===== src/bmp_pkg.sv =====
`timescale 1ns / 1ps
// Shared constants and types for the binomial-modulo-prime pipeline.
package bmp_pkg;

    typedef logic [29:0] residue_t;

    localparam logic [29:0] PRIME      = 30'd1000000007;
    localparam logic [29:0] FERMAT_EXP = 30'd1000000005;
    localparam logic [31:0] PRIME_X2   = 32'd2000000014;
    // Barrett constant floor(2^60 / p), which fits in 31 bits.
    localparam logic [63:0] MU_FULL    = 64'h1000_0000_0000_0000 / 64'd1000000007;
    localparam logic [30:0] BARRETT_MU = MU_FULL[30:0];

endpackage


===== src/bmp_mulmod.sv =====
`timescale 1ns / 1ps
// Four-stage modular multiplier with Barrett reduction and a sideband that travels alongside.
module bmp_mulmod
    import bmp_pkg::*;
#(
    parameter int SB_W = 1
)
(
    input  logic            clk,
    input  logic            rst_n,
    input  logic            en,
    input  logic            in_valid,
    input  residue_t        a,
    input  residue_t        b,
    input  logic [SB_W-1:0] sb_in,
    output logic            out_valid,
    output residue_t        result,
    output logic [SB_W-1:0] sb_out
);

    logic [3:0]      valid_reg;
    logic [59:0]     prod_reg;
    logic [61:0]     q2_reg;
    logic [31:0]     xlo_reg;
    logic [31:0]     r_reg;
    residue_t        res_reg;
    logic [SB_W-1:0] sb0_reg;
    logic [SB_W-1:0] sb1_reg;
    logic [SB_W-1:0] sb2_reg;
    logic [SB_W-1:0] sb3_reg;

    logic [30:0]     q3;
    logic [60:0]     qp;
    logic [31:0]     r_next;
    residue_t        res_next;

    always_comb
    begin
        q3     = q2_reg[61:31];
        qp     = 61'(q3) * 61'(PRIME);
        r_next = xlo_reg - qp[31:0];
        // The Barrett estimate leaves the remainder below three times the prime.
        if (r_reg >= PRIME_X2)
        begin
            res_next = 30'(r_reg - PRIME_X2);
        end
        else if (r_reg >= 32'(PRIME))
        begin
            res_next = 30'(r_reg - 32'(PRIME));
        end
        else
        begin
            res_next = r_reg[29:0];
        end
    end

    always_ff @(posedge clk or negedge rst_n)
    begin
        if (!rst_n)
        begin
            valid_reg <= 4'b0;
        end
        else if (en)
        begin
            valid_reg <= {valid_reg[2:0], in_valid};
        end
    end

    always_ff @(posedge clk)
    begin
        if (en)
        begin
            prod_reg <= 60'(a) * 60'(b);
            sb0_reg  <= sb_in;
            q2_reg   <= 62'(prod_reg[59:29]) * 62'(BARRETT_MU);
            xlo_reg  <= prod_reg[31:0];
            sb1_reg  <= sb0_reg;
            r_reg    <= r_next;
            sb2_reg  <= sb1_reg;
            res_reg  <= res_next;
            sb3_reg  <= sb2_reg;
        end
    end

    assign out_valid = valid_reg[3];
    assign result    = res_reg;
    assign sb_out    = sb3_reg;

endmodule


===== config.mk =====
export PLATFORM = sky130hd
export DESIGN_NAME = bmp_mulmod
export DESIGN_NICKNAME = d
export VERILOG_FILES = /design/src/bmp_pkg.sv /design/src/bmp_mulmod.sv
export SDC_FILE = /design/constraint.sdc
export NUM_CORES = 2
export LEC_CHECK = 0
export BUFFER_PORTS_ARGS = -buffer_cell sky130_fd_sc_hd__buf_2
export CAP_MARGIN = 20
export CORE_ASPECT_RATIO = 1.25
export CORE_MARGIN = 2
export CORE_UTILIZATION = 25
export CTS_CLUSTER_DIAMETER = 100
export DETAILED_ROUTE_END_ITERATION = 7
export PLACE_DENSITY_LB_ADDON = 0.25
export SYNTH_ARGS = -nofsm -noshare
export SYNTH_HDL_FRONTEND = slang
export SYNTH_SLANG_ARGS = --single-unit

===== constraint.sdc =====
create_clock -name clk -period 8.01 [get_ports clk]
set_input_delay 0.801 -clock clk [delete_from_list [all_inputs] [get_ports clk]]
set_output_delay 0.801 -clock clk [all_outputs]
set_load 0.05 [all_outputs]

---- Yosys cells after proc, flatten, opt, wreduce, memory -nomap -nowiden ----
Index checks and enable logic that the tools add are counted.
cells by class
  add/sub/neg operators ................... 3
  multipliers ............................. 3
  order comparisons ....................... 2
  mux-type cells .......................... 2
operator list
  cell                                                                      number
  30-bit by 30-bit multiplier with 60-bit output                            1
  30-bit 2-to-1 mux                                                         2
  30-bit subtractor (second input constant)                                 2
  31-bit by 28-bit multiplier with 59-bit output (second input constant)    1
  32-bit by 30-bit >= comparator with 1-bit output (second input constant)  1
  32-bit by 31-bit >= comparator with 1-bit output (second input constant)  1
  31-bit by 30-bit multiplier with 32-bit output (second input constant)    1
  32-bit subtractor                                                         1
word-level totals
  register bits after elaboration ......... 221
  input bits .............................. 65
  output and inout bits ................... 32
  logic and storage cells ................. 20

---- Logic depth before layout (Yosys ltp) ----
  depth after elaboration ................. 3
  gate-level depth with buffers ........... 30
  gate-level depth less buffers ........... 28

---- Least setup slack after synthesis ----
No wires, ideal clock.
  path type ............................... input-to-reg
  from .................................... in b[4]
  to ...................................... reg prod_reg[46] (data pin)
  library setup time ...................... 0.266 ns
  data arrival time ....................... 7.541 ns
  required time ........................... 7.744 ns
  path slack .............................. 0.203 ns
  stages .................................. 26
  buffers on the path ..................... 1
  path through ............................ clkbuf_1 and2_1 fa_1 fa_1 fa_1 inv_1 fa_1 inv_1 fa_1 inv_1 fa_1 inv_1 fa_1 inv_1 fa_1 inv_1 ha_1 and4_1 a221oi_1 o21ai_1 a311oi_2 o31ai_1 a221o_1 a21oi_1 o21ai_1 xor2_1
between the ends
  cells in the longest elaborated chain, start to end .. 1
RTL lines
  element                                         RTL line          RTL
  from (decl)                                     bmp_mulmod.sv:14  input residue_t b,
  30-bit by 30-bit multiplier with 60-bit output  bmp_mulmod.sv:73  prod_reg <= 60'(a) * 60'(b);
  to (signal assigned)                            bmp_mulmod.sv:73
  to (decl)                                       bmp_mulmod.sv:22  logic [59:0] prod_reg;
No other way between the ends.
A chain may end at the register's enable or synchronous reset.

---- Worst setup path in the final report ----
  from .................................... in a[18]
  to ...................................... reg prod_reg[58] (data pin)
between the ends
  cells in the longest elaborated chain, start to end .. 1
RTL lines
  element                                         RTL line          RTL
  from (decl)                                     bmp_mulmod.sv:13  input residue_t a,
  30-bit by 30-bit multiplier with 60-bit output  bmp_mulmod.sv:73
No other way between the ends.

==> out/summary.txt <==
Worst Skew -> 0.0182 ns
Worst Hold Class -> in -> async
Seq cells post-synth -> 193
CTS Sinks -> 193
drt drc -> 0
endpoints failing setup -> 0
Vias/cell -> 4.23
via count of the first global-routing pass -> 44848
max reg flops -> 60
grt ovf -> 0
antenna-violating nets left -> 0
Initial Util -> 0.251
CTS tree -> yes
drt first pass iters -> 6
Synth async-reset ratio -> 0.0207
period utilization -> 0.970
Starting DRT DRC Count -> 1667
Post-CTS Hold Buffers -> 0
DP Wirelength -> 144000 um
Critical Path AT -> 8.02 ns
core box area -> 233000 sq um
Yosys cell types -> 85
final hold vios -> 0
post-synthesis instance area -> 58400 sq um
slowest CP cell -> fa_1
Worst-path clk slew -> 0.08 ns
Mapped Cells -> 5893
Worst slew margin -> 0.454
number of synthesized flops with an enable pin -> 189
max-cap violations -> 0
status -> complete, no violations
synthesis-to-layout area growth -> 12.3%
die width -> 436 um
site row count -> 198
CTS Buf Count -> 17
fraction of layout cells with a size suffix above 1 -> 0.0865
Placed Instances -> 9228
H-Tree Depth -> 4
die area -> 237000 sq um
Die Y -> 544 um
Max FO, Critical Path -> 11
Max Freq -> 129 MHz
WS Path Type -> in -> reg
port bufs -> 96
Critical Path Sink Type -> flop
routed length per instance -> 17.3 um
Critical Path Source Type -> input pin
most common cell after layout, fill and taps aside -> inv_1
max-slew violation count -> 0
CP max stage delay -> 0.57 ns
first-pass GRT wire length -> 258000 um
clock root buffer -> clkbuf_16
Mean Syn Cell Area -> 9.91 sq um
largest net degree at the start of global routing -> 80
WL final -> 160000 um
Tmin final -> 7.77 ns
Non-Filler Instances -> 9265
Req. time, crit path -> 8.26 ns
commonest cells after routing, fill and taps aside -> 1580 x inv_1, 1257 x fa_1, 780 x ha_1
pre-CTS WS -> -0.828 ns
Ports -> 97
antenna violations before repair -> 6
register area share after synthesis -> 0.0989
vias -> 39208
worst setup margin -> 0.241 ns
CP most frequent cell -> fa_1
fin util -> 0.282
Slew @ Worst Pin -> 0.819 ns
nets -> 8256
YS warnings -> 0
Final Wtd Congestion -> 0.869
maximum buffer depth of the clock tree -> 2
syn nets -> 8002
Clock Latency Late Sink -> 0.50 ns
total track usage -> 0.140
Hold Slack -> 0.0920 ns
Top FF cell, synth -> edfxtp_1
synth_stat cells, types with 16 or more instances:
library cell / number / area (sq um)
clkbuf_1: 202 / 758
a31oi_1: 25 / 156
a21o_1: 75 / 563
nand3_1: 35 / 175
edfxtp_1: 189 / 5680
nor3_1: 20 / 100
inv_1: 1580 / 5930
o21bai_1: 22 / 165
o21ai_1: 18 / 90.1
and2_1: 495 / 3100
nand2_1: 504 / 1890
nand4_1: 16 / 100
a21oi_1: 137 / 686
o21a_1: 18 / 135
nor2_1: 75 / 282
o21ai_0: 59 / 295
nor2b_1: 18 / 113
fa_1: 1260 / 25200
xnor2_1: 124 / 1090
xor2_1: 51 / 447
ha_1: 784 / 9810
layer usage:
layer | wire, um | part of all wire | global-route usage | vias up
li1 | - | - | - | 18207
met1 | 67000 | 0.42 | 0.170 | 20310
met5 | 26 | 0.00016 | 0 | -
met3 | 3890 | 0.024 | 0.0108 | 152
met4 | 4110 | 0.026 | 0.0353 | 4
met2 | 85200 | 0.53 | 0.263 | 535
path summary, 6_finish.rpt:
kind,start,end,slack [ns],cells past startpoint
worst max-delay path,a[18],prod_reg[58],0.24,25
worst min register to register,prod_reg[4],xlo_reg[4],0.41,0
worst min-delay path,rst_n,valid_reg[0],0.09,1
max in group asynchronous,rst_n,valid_reg[3],7.81,1
worst max register to register,prod_reg[41],q2_reg[41],0.65,20
min in group clk,prod_reg[4],xlo_reg[4],0.41,0
cell families (layout without fill, tap and decap cells):
logic type | after synthesis | in the layout | synth area share
AND/OR/NAND/NOR | 1221 | 1221 | 0.106
multiplexers | 6 | 6 | 0.00111
buffers and inverters | 1794 | 2061 | 0.116
adder cells (fa/ha/maj) | 2045 | 2045 | 0.600
AO/OA/AOI/OAI | 459 | 459 | 0.0523
XOR/XNOR | 175 | 175 | 0.0262
other | 0 | 5 | 0
flip-flops | 193 | 193 | 0.0989
repair_timing:
action                                  CTS  global route
hold endpoints to repair                  0             0
endpoints found under the setup margin    8            13
gates resized for setup                   8            57
pin swaps                                 2            23
setup buffers                             0             1
gates cloned                              0             0
stage by stage:
step / cell area (sq um) / TNS [ns]
after floorplan: 58400 / 0
after global placement: 64600 / -8.69
after detailed placement: 64600 / -10.41
after CTS: 65300 / 0
after global routing: 65600 / -0.0109
final: 65600 / 0
worst max-delay path: cells and delay by family:
kind	cells	cell delay [ns]
simple gates	1	0.20
xor+xnor	1	0.09
compound gates	9	2.11
buf+inv	5	0.75
fa+ha+maj	9	4.06
final cells by class:
cell class	count	area [sq um]
diodes	5	12.5
clock buffers	18	429
clock inverters	14	171
fillers	24729	167000
inverters	1581	5930
multi-input cells	3906	46100
flip-flops and latches	193	5780
well taps	3100	3880
repair buffers	448	3290
Power is not shown: default switching activity piles up to over one toggle a cycle in this logic, so the estimate is an artifact.
